### config.mk
export PLATFORM = sky130hd
export DESIGN_NAME = gbi_locate
export DESIGN_NICKNAME = d
export VERILOG_FILES = /design/src/design/gbi_pkg.sv /design/src/design/gbi_locate.sv
export SDC_FILE = /design/constraint.sdc
export NUM_CORES = 1
export LEC_CHECK = 0
export BUFFER_PORTS_ARGS = -buffer_cell sky130_fd_sc_hd__buf_4
export CAP_MARGIN = 10
export CORE_MARGIN = 2
export CORE_UTILIZATION = 40
export CTS_CLUSTER_DIAMETER = 80
export CTS_CLUSTER_SIZE = 16
export DETAILED_ROUTE_END_ITERATION = 12
export GPL_ROUTABILITY_DRIVEN = 0
export SYNTH_ARGS = -nofsm -noshare
export SYNTH_HDL_FRONTEND = slang
export SYNTH_SLANG_ARGS = --single-unit
### constraint.sdc
create_clock -name clk -period 7.2 [get_ports clk]
set_input_delay 0.36 -clock clk [delete_from_list [all_inputs] [get_ports clk]]
set_output_delay 0.36 -clock clk [all_outputs]
set_load 0.02 [all_outputs]
### src/design/gbi_pkg.sv
// ----------------------------------------------------------------------------
// gbi_pkg: shared types and constants
// Field widths, grid geometry, table entry and cell-location types for the
// grid bilinear interpolator.
// ----------------------------------------------------------------------------
package gbi_pkg;

  localparam int COORD_W    = 16;
  localparam int STEP_W     = 16;
  localparam int PTS_W      = 6;
  localparam int ROW_W      = 5;
  localparam int COL_W      = 5;
  localparam int VALUE_W    = 24;
  localparam int MAX_ROWS   = 1 << ROW_W;
  localparam int MAX_COLS   = 1 << COL_W;

  localparam int DIFF_W     = COORD_W + 1;
  localparam int T_W        = COORD_W + STEP_W;
  localparam int FRAC_SHIFT = 20;
  localparam int IPART_W    = T_W - FRAC_SHIFT;
  localparam int FRAC_LSB   = 8;
  localparam int FRAC_W     = 13;
  localparam int FRAC_ONE   = 1 << (FRAC_W - 1);
  localparam int WGT_W      = 2 * (FRAC_W - 1) + 1;
  localparam int PROD_W     = VALUE_W + WGT_W + 1;
  localparam int SUM_W      = PROD_W + 2;
  localparam int RND_SHIFT  = 2 * (FRAC_W - 1);
  localparam int Q_W        = SUM_W - RND_SHIFT;

  localparam int BANK_AW    = (ROW_W - 1) + (COL_W - 1);
  localparam int NUM_BANKS  = 4;

  localparam int CFG_IDX_W  = 3;
  localparam int CFG_DATA_W = 16;

  localparam logic signed [Q_W-1:0] Q_MAX = Q_W'((64'sd1 <<< (VALUE_W - 1)) - 64'sd1);
  localparam logic signed [Q_W-1:0] Q_MIN = -Q_MAX - Q_W'(1);
  localparam logic signed [SUM_W-1:0] RND_HALF = SUM_W'(64'sd1 <<< (RND_SHIFT - 1));

  typedef enum logic [CFG_IDX_W-1:0] {
    CFG_C_LOWER       = 3'd0,
    CFG_BETA_LOWER    = 3'd1,
    CFG_C_INV_STEP    = 3'd2,
    CFG_BETA_INV_STEP = 3'd3,
    CFG_C_POINTS      = 3'd4,
    CFG_BETA_POINTS   = 3'd5
  } cfg_idx_t;

  typedef logic signed [VALUE_W-1:0] value_t;

  typedef struct packed {
    value_t dtheta;
    value_t dy;
    value_t dx;
  } entry_t;

  typedef struct packed {
    logic [ROW_W-1:0]  idx;
    logic [FRAC_W-1:0] frac;
    logic              clamp;
  } loc_t;

endpackage

### src/design/gbi_locate.sv
// ----------------------------------------------------------------------------
// gbi_locate: coordinate to cell index and fraction
// Three stages: offset subtract, reciprocal-step multiply, index/fraction
// extraction with clamping to the grid.
// ----------------------------------------------------------------------------
module gbi_locate (
  input  logic                               clk,
  input  logic                               en,
  input  logic signed [gbi_pkg::COORD_W-1:0] value,
  input  logic signed [gbi_pkg::COORD_W-1:0] lower,
  input  logic [gbi_pkg::STEP_W-1:0]         inv_step,
  input  logic [gbi_pkg::ROW_W-1:0]          last_pt,
  output gbi_pkg::loc_t                      loc
);

  logic signed [gbi_pkg::DIFF_W-1:0]  diff_r, diff_nxt;
  logic                               neg_r;
  logic [gbi_pkg::T_W-1:0]            t_r, t_nxt;
  gbi_pkg::loc_t                      loc_r, loc_nxt;
  logic [gbi_pkg::IPART_W-1:0]        ipart;
  logic [gbi_pkg::IPART_W-1:0]        last_ext;

  assign diff_nxt = gbi_pkg::DIFF_W'(value) - gbi_pkg::DIFF_W'(lower);
  assign t_nxt    = gbi_pkg::T_W'(diff_r[gbi_pkg::COORD_W-1:0]) * gbi_pkg::T_W'(inv_step);
  assign ipart    = t_r[gbi_pkg::T_W-1:gbi_pkg::FRAC_SHIFT];
  assign last_ext = gbi_pkg::IPART_W'(last_pt);

  always_comb begin
    if (neg_r) begin
      loc_nxt.idx   = '0;
      loc_nxt.frac  = '0;
      loc_nxt.clamp = 1'b1;
    end else if (ipart >= last_ext) begin
      loc_nxt.idx   = last_pt - gbi_pkg::ROW_W'(1);
      loc_nxt.frac  = gbi_pkg::FRAC_W'(gbi_pkg::FRAC_ONE);
      loc_nxt.clamp = !((ipart == last_ext) && (t_r[gbi_pkg::FRAC_SHIFT-1:0] == '0));
    end else begin
      loc_nxt.idx   = ipart[gbi_pkg::ROW_W-1:0];
      loc_nxt.frac  = {1'b0, t_r[gbi_pkg::FRAC_SHIFT-1:gbi_pkg::FRAC_LSB]};
      loc_nxt.clamp = 1'b0;
    end
  end

  always_ff @(posedge clk) begin
    if (en) begin
      diff_r <= diff_nxt;
      neg_r  <= diff_r[gbi_pkg::DIFF_W-1];
      t_r    <= t_nxt;
      loc_r  <= loc_nxt;
    end
  end

  assign loc = loc_r;

endmodule

# Yosys cells after proc, flatten, opt, wreduce, memory -nomap -nowiden
# Cells that the tools add are included.
[word_totals] reg_bits=69 out_inout_bits=19 wordCells=17
[op_classes] n_addsub=2 mul=1 magnitude_cmp=1 eq_ne=1 mux=1 n_reduce_logical=4
[ops] operator="$mul 16x16->32" n=1
[ops] operator="$logic_not 20->1" n=1
[ops] operator="$mux 19" n=1
[ops] operator="$sub 16x16->17" n=1
[ops] operator="$eq 12x5->1" n=1
[ops] operator="$ge 12x5->1" n=1
[ops] operator="$sub 5x1->5 const B" n=1
[ops] operator="$reduce_or 2->1" n=1
[ops] operator="$logic_and 1x1->1" n=1
[ops] operator="$logic_not 1->1" n=1

# Depth between registers and ports, before layout
# Gate-level depths: netlist of run 1.
[depth] word_depth=4 ltp_mapped=23

# Least setup slack after synthesis of run 1
# Ideal clock, no wire load.
[synth_timing] path_type="register to register" start="register diff_r[12] (netlist bit)" end="register t_r[31] (netlist bit) (data pin)" setup_time_ps=266 arrival_ps=5607 required_ps=6934 path_slack_ps=1327 path_stages_with_launch=23 path_buffers=2 synth_period_minus_slack_ps=5873 cell_sequence="edfxtp_1 clkbuf_1 and2_1 fa_1 inv_1 fa_1 inv_1 fa_1 fa_1 fa_1 inv_1 fa_1 inv_1 ha_1 clkbuf_1 a21oi_1 o21ai_0 a21o_1 a31oi_1 o21ba_2 nor4_1 a2111oi_2 xnor2_1"
[synth_via] elab_chain_len=1
[synth_lines] item="start: declaration" line="gbi_locate.sv:16" source="logic signed [gbi_pkg::DIFF_W-1:0] diff_r, diff_nxt;"
[synth_lines] item="start signal: assignment" line="gbi_locate.sv:46" source="diff_r <= diff_nxt;"
[synth_lines] item="$mul 16x16->32" line="gbi_locate.sv:24" source="assign t_nxt = gbi_pkg::T_W'(diff_r[gbi_pkg::COORD_W-1:0]) * gbi_pkg::T_W'(inv_step);"
[synth_lines] item="named net t_nxt, one bit" line="gbi_locate.sv:18" source="logic [gbi_pkg::T_W-1:0] t_r, t_nxt;"
[synth_lines] item="end signal: assignment" line="gbi_locate.sv:48" source="t_r <= t_nxt;"
[synth_lines] item="end: declaration" line="gbi_locate.sv:18"
# The timed path passes the listed nets, and every way through them passes these cells.
# A chain may end at the register's enable or synchronous reset.

# Worst setup path after layout of run 1
[layout_timing] start="register diff_r[13] (netlist bit)" end="register t_r[31] (netlist bit) (data pin)"
# Same word-level chain as after synthesis.

==> flow_metrics.py, run 1 <==
metrics = {
    "status": {
        "status": "finished, final reports clean",
    },
    "floorplanning": {
        "die_w_um": 175,
        "dieArea_um2": 30600,
        "rows": 62,
        "start_util_pct": 40.7,
        "die_h_um": 175,
        "pin_count": 74,
        "core_area_um2": 28700,
    },
    "worst_setup_path": {
        "crit_arrival_ps": 6550,
        "reg2reg_from": "diff_r[13]$_DFFE_PP_",
        "reg2reg_slack_ps": 760,
        "worstRegToRegCells": 19,
        "crit_type": "reg2reg",
        "start_kind": "flip-flop",
        "reg2reg_to": "t_r[31]$_DFFE_PP_",
        "critPathRequiredTime_ps": 7310,
        "startpoint": "diff_r[13]$_DFFE_PP_",
        "worstSetupEndpointType": "flip-flop",
        "path_max_fanout": 16,
    },
    "drt": {
        "drc": 0,
        "first_iter_violations": 502,
        "first_pass_iters": 5,
        "vias": 8291,
        "wl_per_cell_um": 16.4,
        "vias_per_cell": 5.02,
        "routed_wl_um": 27000,
        "ant_nets": 0,
    },
    "sta": {
        "setup_viol": 0,
        "fmax_ghz": 0.155,
        "timing.final.crit_share_pct": 89.4,
        "final_max_slew_viol_count": 0,
        "hold_violations": 0,
        "worst_slew_pin_slew_ps": 943,
        "min_period_ps": 6440,
        "setup_ws_ps": 760,
        "fin_skew_ps": 16.9,
        "rsz0062_at_grt": "no",
        "setup-tns-final_ps": 0,
        "maxSlewHeadroom_pct": 37.1,
    },
    "global_route": {
        "grt_start_max_net_pins": 70,
        "grt_antenna_before_repair": 1,
        "grt_pass1_wl_um": 44200,
        "grt_overflow": 0,
        "grt.total_usage_pct": 18.5,
        "grt_pass1_vias": 8470,
    },
    "cts": {
        "cts_buffer_depth": 2,
        "postCtsResizedCells": 0,
        "cts_sinks": 69,
        "clk_pin_slew_ps": 80,
        "hold_buffers": 0,
        "cts_buffers": 9,
        "cts_setup_buffers": 0,
        "clock_latency_ps": 360,
        "cts_tree": "yes",
        "ctsHtreeMaxLevel": 3,
        "cts-root-buf": "clkbuf_16",
    },
    "logic_synthesis": {
        "ys_ff_latch": 69,
        "netlist_instances": 1213,
        "yosysTopAreaCell": "fa_1",
        "syn_nets": 1589,
        "synth_top_cell_area_share_pct": 33.4,
        "async_flop_share_pct": 0,
        "synth_area_leaders": "fa_1 33%, edfxtp_1 18%, ha_1 13%",
        "syn-cell-area_um2": 11700,
        "synth_edf_count": 69,
        "yosysWarnings": 0,
        "ys.flop_type": "edfxtp_1",
        "syn_area_per_cell_um2": 9.63,
        "seq_area_frac_synth_pct": 17.7,
        "synth_cell_types": 45,
    },
    "min_path": {
        "holdPathStages": 2,
        "worstHoldStart": "last_pt[0]",
        "hold_class": "in2reg",
        "holdPathEnd": "loc[14]$_SDFFCE_PP0P_",
    },
    "placement": {
        "preCtsSetupSlack_ps": 721,
        "dp_hpwl_um": 21900,
        "numPortBuffers": 73,
    },
    "finish": {
        "drive_gt1_share_pct": 7.74,
        "area_growth_pct": 10.3,
        "fillCellCount": 2815,
        "final_nets": 1637,
    },
    "run": {
        "max_cap_violations": 0,
    },
}
==> logic make-up (layout without fill, tap and decap cells) <==
group / count (synthesis) / in the layout / share of synthesized area [%]
simple gates: 359 / 359 / 15.6
fa+ha+maj: 321 / 321 / 46.9
buf+inv: 294 / 347 / 9.45
compound gates: 126 / 126 / 7.02
flops: 69 / 69 / 17.7
xor+xnor: 44 / 44 / 3.30
other cells: 0 / 1 / 0
==> per-layer routing <==
| layer | routed length (µm) | global-route usage [%] |
|---|---|---|
| met5 | 0 | 0 |
| met4 | 475 | 4.38 |
| met3 | 1430 | 2.85 |
| met2 | 12600 | 29.8 |
| met1 | 12500 | 26.1 |
==> cells in the mapped netlist (all sizes together), types with 4 or more instances <==
master and number:
edfxtp 69, a21o 20, nor2b 5, nand2b 4, nand3 9, a211oi 7
a21oi 40, xnor2 30, and2 141, and3 4, nand2 145, inv 255
o21ai 18, nand4 9, fa 195, xor2 14, nor4 5, o211ai 6
nor3 6, nor2 23, clkbuf 39, a31oi 9, o21a 6, ha 126
==> through the flow <==
| stage | hold slack, ps | instance area [µm²] | util (%) | instances |
|---|---|---|---|---|
| after floorplan | 400 | 11700 | - | 1213 |
| after global placement | 532 | 12600 | 43.8 | 1634 |
| after detailed placement | 536 | 12600 | 43.8 | 1634 |
| after CTS | 344 | 12900 | 44.9 | 1650 |
| after global routing | 367 | 12900 | 44.9 | 1650 |
| final | 350 | 12900 | 44.9 | 1651 |
==> worst max-delay path by stage <==
stage	cells past startpoint	to	slack (ps)
global placement	19	t_r[31]$_DFFE_PP_	780
global route	19	t_r[31]$_DFFE_PP_	420
finish	19	t_r[31]$_DFFE_PP_	760
floorplan	22	t_r[31]$_DFFE_PP_	1330
CTS	19	t_r[31]$_DFFE_PP_	730
detailed placement	19	t_r[31]$_DFFE_PP_	720
==> cells in the final DEF, fill, tap and decap left out, types with 14 or more instances in the layout <==
cell type / n
nand2_1: 145
a21oi_1: 40
ha_1: 126
o21ai_0: 18
buf_4: 76
fa_1: 195
and2_1: 141
xnor2_1: 30
inv_1: 255
nor2_1: 23
edfxtp_1: 69
a21o_1: 20
xor2_1: 14
==> worst max-delay path: stages, from the launching register on <==
cell       delay (ps)
edfxtp_1          820
nand2_1           160
fa_1              520
fa_1              540
inv_1              50
fa_1              480
fa_1              460
fa_1              520
inv_1              50
fa_1              470
inv_1              50
ha_1              380
a21oi_1           320
o21ai_0           150
a21o_1            220
a31oi_1           240
o21ba_2           230
nor4_1             80
a2111oi_2         360
xnor2_1           110
==> sequential cells by signal, summed over array words and instances (netlist names) <==
name,flops
diff_r,17
loc,19
neg_r,1
t_r,32
==> layout make-up <==
class                           count  area [µm²]  share of cell area (%)
Inverter                          255         957                    7.43
Sequential cell                    69        2070                    16.1
Clock buffer                        9         225                    1.75
Antenna cell                        1        2.50                  0.0194
Timing Repair Buffer               76         571                    4.43
Clock inverter                      7        65.1                   0.505
Multi-Input combinational cell    850        8500                    66.0
Tap cell                          384         480                    3.73
Power of run 1 is not shown: default switching activity piles up to over one toggle a cycle in this logic, so the estimate is an artifact.
==> run 2: changes to the inputs <==
==> constraint.sdc (replaced) <==
create_clock -name clk -period 7.2 [get_ports clk]
set_input_delay 0.72 -clock clk [delete_from_list [all_inputs] [get_ports clk]]
set_output_delay 0.72 -clock clk [all_outputs]
set_load 0.02 [all_outputs]
==> run 2 against run 1 <==
  * Setup slack improved by 22 ps
  * Sequential cell count unchanged
  * First-iteration DRC count decreased by 16%
  * Clock-buffer cell count unchanged
  * Sequential share of layout area decreased by 0.075 points
  * Critical endpoint unchanged
  * Highest routed layer unchanged
==> flow_metrics.py, run 2 (synthesis gave the netlist of run 1 again) <==
metrics = {
    "floorplanning": {
        "rows": 62,
        "core_area_um2": 28700,
        "start_util_pct": 40.7,
        "die_w_um": 175,
        "pin_count": 74,
        "dieArea_um2": 30600,
        "die_h_um": 175,
    },
    "worst_setup_path": {
        "start_kind": "flip-flop",
        "crit_arrival_ps": 6520,
        "reg2reg_from": "diff_r[11]$_DFFE_PP_",
        "worstSetupEndpointType": "flip-flop",
        "worstRegToRegCells": 20,
        "reg2reg_to": "t_r[31]$_DFFE_PP_",
        "path_max_fanout": 16,
        "reg2reg_slack_ps": 780,
        "critPathRequiredTime_ps": 7300,
        "crit_type": "reg2reg",
    },
    "sta": {
        "hold_violations": 0,
        "fin_skew_ps": 14.9,
        "fmax_ghz": 0.156,
        "setup-tns-final_ps": 0,
        "setup_viol": 0,
        "final_max_slew_viol_count": 0,
        "rsz0062_at_grt": "no",
        "timing.final.crit_share_pct": 89.1,
        "worst_slew_pin_slew_ps": 949,
        "maxSlewHeadroom_pct": 36.8,
        "min_period_ps": 6420,
    },
    "cts": {
        "clock_latency_ps": 350,
        "cts_buffers": 9,
        "cts_buffer_depth": 2,
        "cts_tree": "yes",
        "cts_sinks": 69,
        "cts_setup_buffers": 0,
        "cts-root-buf": "clkbuf_16",
        "postCtsResizedCells": 0,
        "hold_buffers": 0,
        "ctsHtreeMaxLevel": 3,
        "clk_pin_slew_ps": 70,
    },
    "global_route": {
        "grt_pass1_wl_um": 44300,
        "met3_usage_pct": 2.76,
        "grt_overflow": 0,
        "grt_start_max_net_pins": 70,
        "grt_pass1_vias": 8634,
        "grt_antenna_before_repair": 0,
        "grt.total_usage_pct": 18.4,
        "met2_usage_pct": 30.4,
        "met1_usage_pct": 25.2,
        "top_usage_layer": "met2",
    },
    "finish": {
        "final_common_cell": "inv_1",
        "layout_common_cells": "255 x inv_1, 195 x fa_1, 145 x nand2_1",
        "num_antenna_cells": 0,
        "drive_gt1_share_pct": 7.96,
        "regMostFlops": "t_r",
        "final_nets": 1640,
        "area_growth_pct": 10.8,
        "largest_reg_flops": 32,
    },
    "min_path": {
        "hold_class": "reg2reg",
        "holdPathEnd": "loc[3]$_SDFFCE_PP0P_",
        "holdPathStages": 1,
        "worstHoldStart": "t_r[10]$_DFFE_PP_",
    },
    "drt": {
        "vias_per_cell": 5.02,
        "first_pass_iters": 6,
        "routed_wl_um": 26900,
        "drc": 0,
        "ant_nets": 0,
        "vias": 8294,
        "first_iter_violations": 421,
        "wl_per_cell_um": 16.3,
    },
    "run": {
        "max_cap_violations": 0,
    },
    "placement": {
        "numPortBuffers": 73,
        "dp_hpwl_um": 21900,
    },
    "status": {
        "status": "finished, final reports clean",
    },
}
## run 2: changes by cell type in the layout (fill, tap and decap cells not counted)
cell / delta
clkinv_4: -1
diode_2: -1
bufinv_16: +2
buf_4: +3
inv_8: -1
## run 2: area by class of cell
class / count / area [µm²]
fillers: 2824 / 15800
multi-input cells: 850 / 8500
flip-flops and latches: 69 / 2070
inverters: 255 / 957
repair buffers: 79 / 593
well taps: 384 / 480
clock buffers: 9 / 225
clock inverters: 7 / 105
## run 2: worst max-delay path, stage by stage (launching register included)
cell       delay [ps]
edfxtp_1          700
and2_1            290
fa_1              540
inv_1              80
fa_1              480
inv_1              50
fa_1              490
fa_1              460
fa_1              510
inv_1              50
fa_1              470
inv_1              40
ha_1              380
a21oi_1           310
o21ai_0           160
a21o_1            200
a31oi_1           170
o21ba_2           210
nor4_1             80
a2111oi_2         370
xnor2_1           120
## run 2: how the worst max path moves through the flow
stage	from	to	slack, ps	depth (start not counted)
global placement	inv_step[4]	t_r[31]$_DFFE_PP_	710	21
detailed placement	inv_step[4]	t_r[31]$_DFFE_PP_	690	21
global route	diff_r[9]$_DFFE_PP_	t_r[31]$_DFFE_PP_	520	19
CTS	diff_r[11]$_DFFE_PP_	t_r[31]$_DFFE_PP_	810	20
finish	diff_r[11]$_DFFE_PP_	t_r[31]$_DFFE_PP_	780	20
floorplan	inv_step[1]	t_r[31]$_DFFE_PP_	1010	21
## run 2: metal layers
metal	wire [µm]	vias up
met4	590	0
met1	12300	4143
met5	0	-
met2	12800	220
met3	1150	37
li1	-	3894
## run 2: metrics by stage
step	area, µm²	hold slack [ps]	util [%]	instances	setup slack (ps)
finish	12900	554	45.1	1653	782
global route	12900	590	45.1	1653	525
CTS	12900	557	45.1	1653	814
detailed placement	12600	538	43.9	1637	688
global placement	12600	537	43.9	1637	707
floorplan	11700	400	-	1213	1010
Power of run 2 is left out for the same reason.
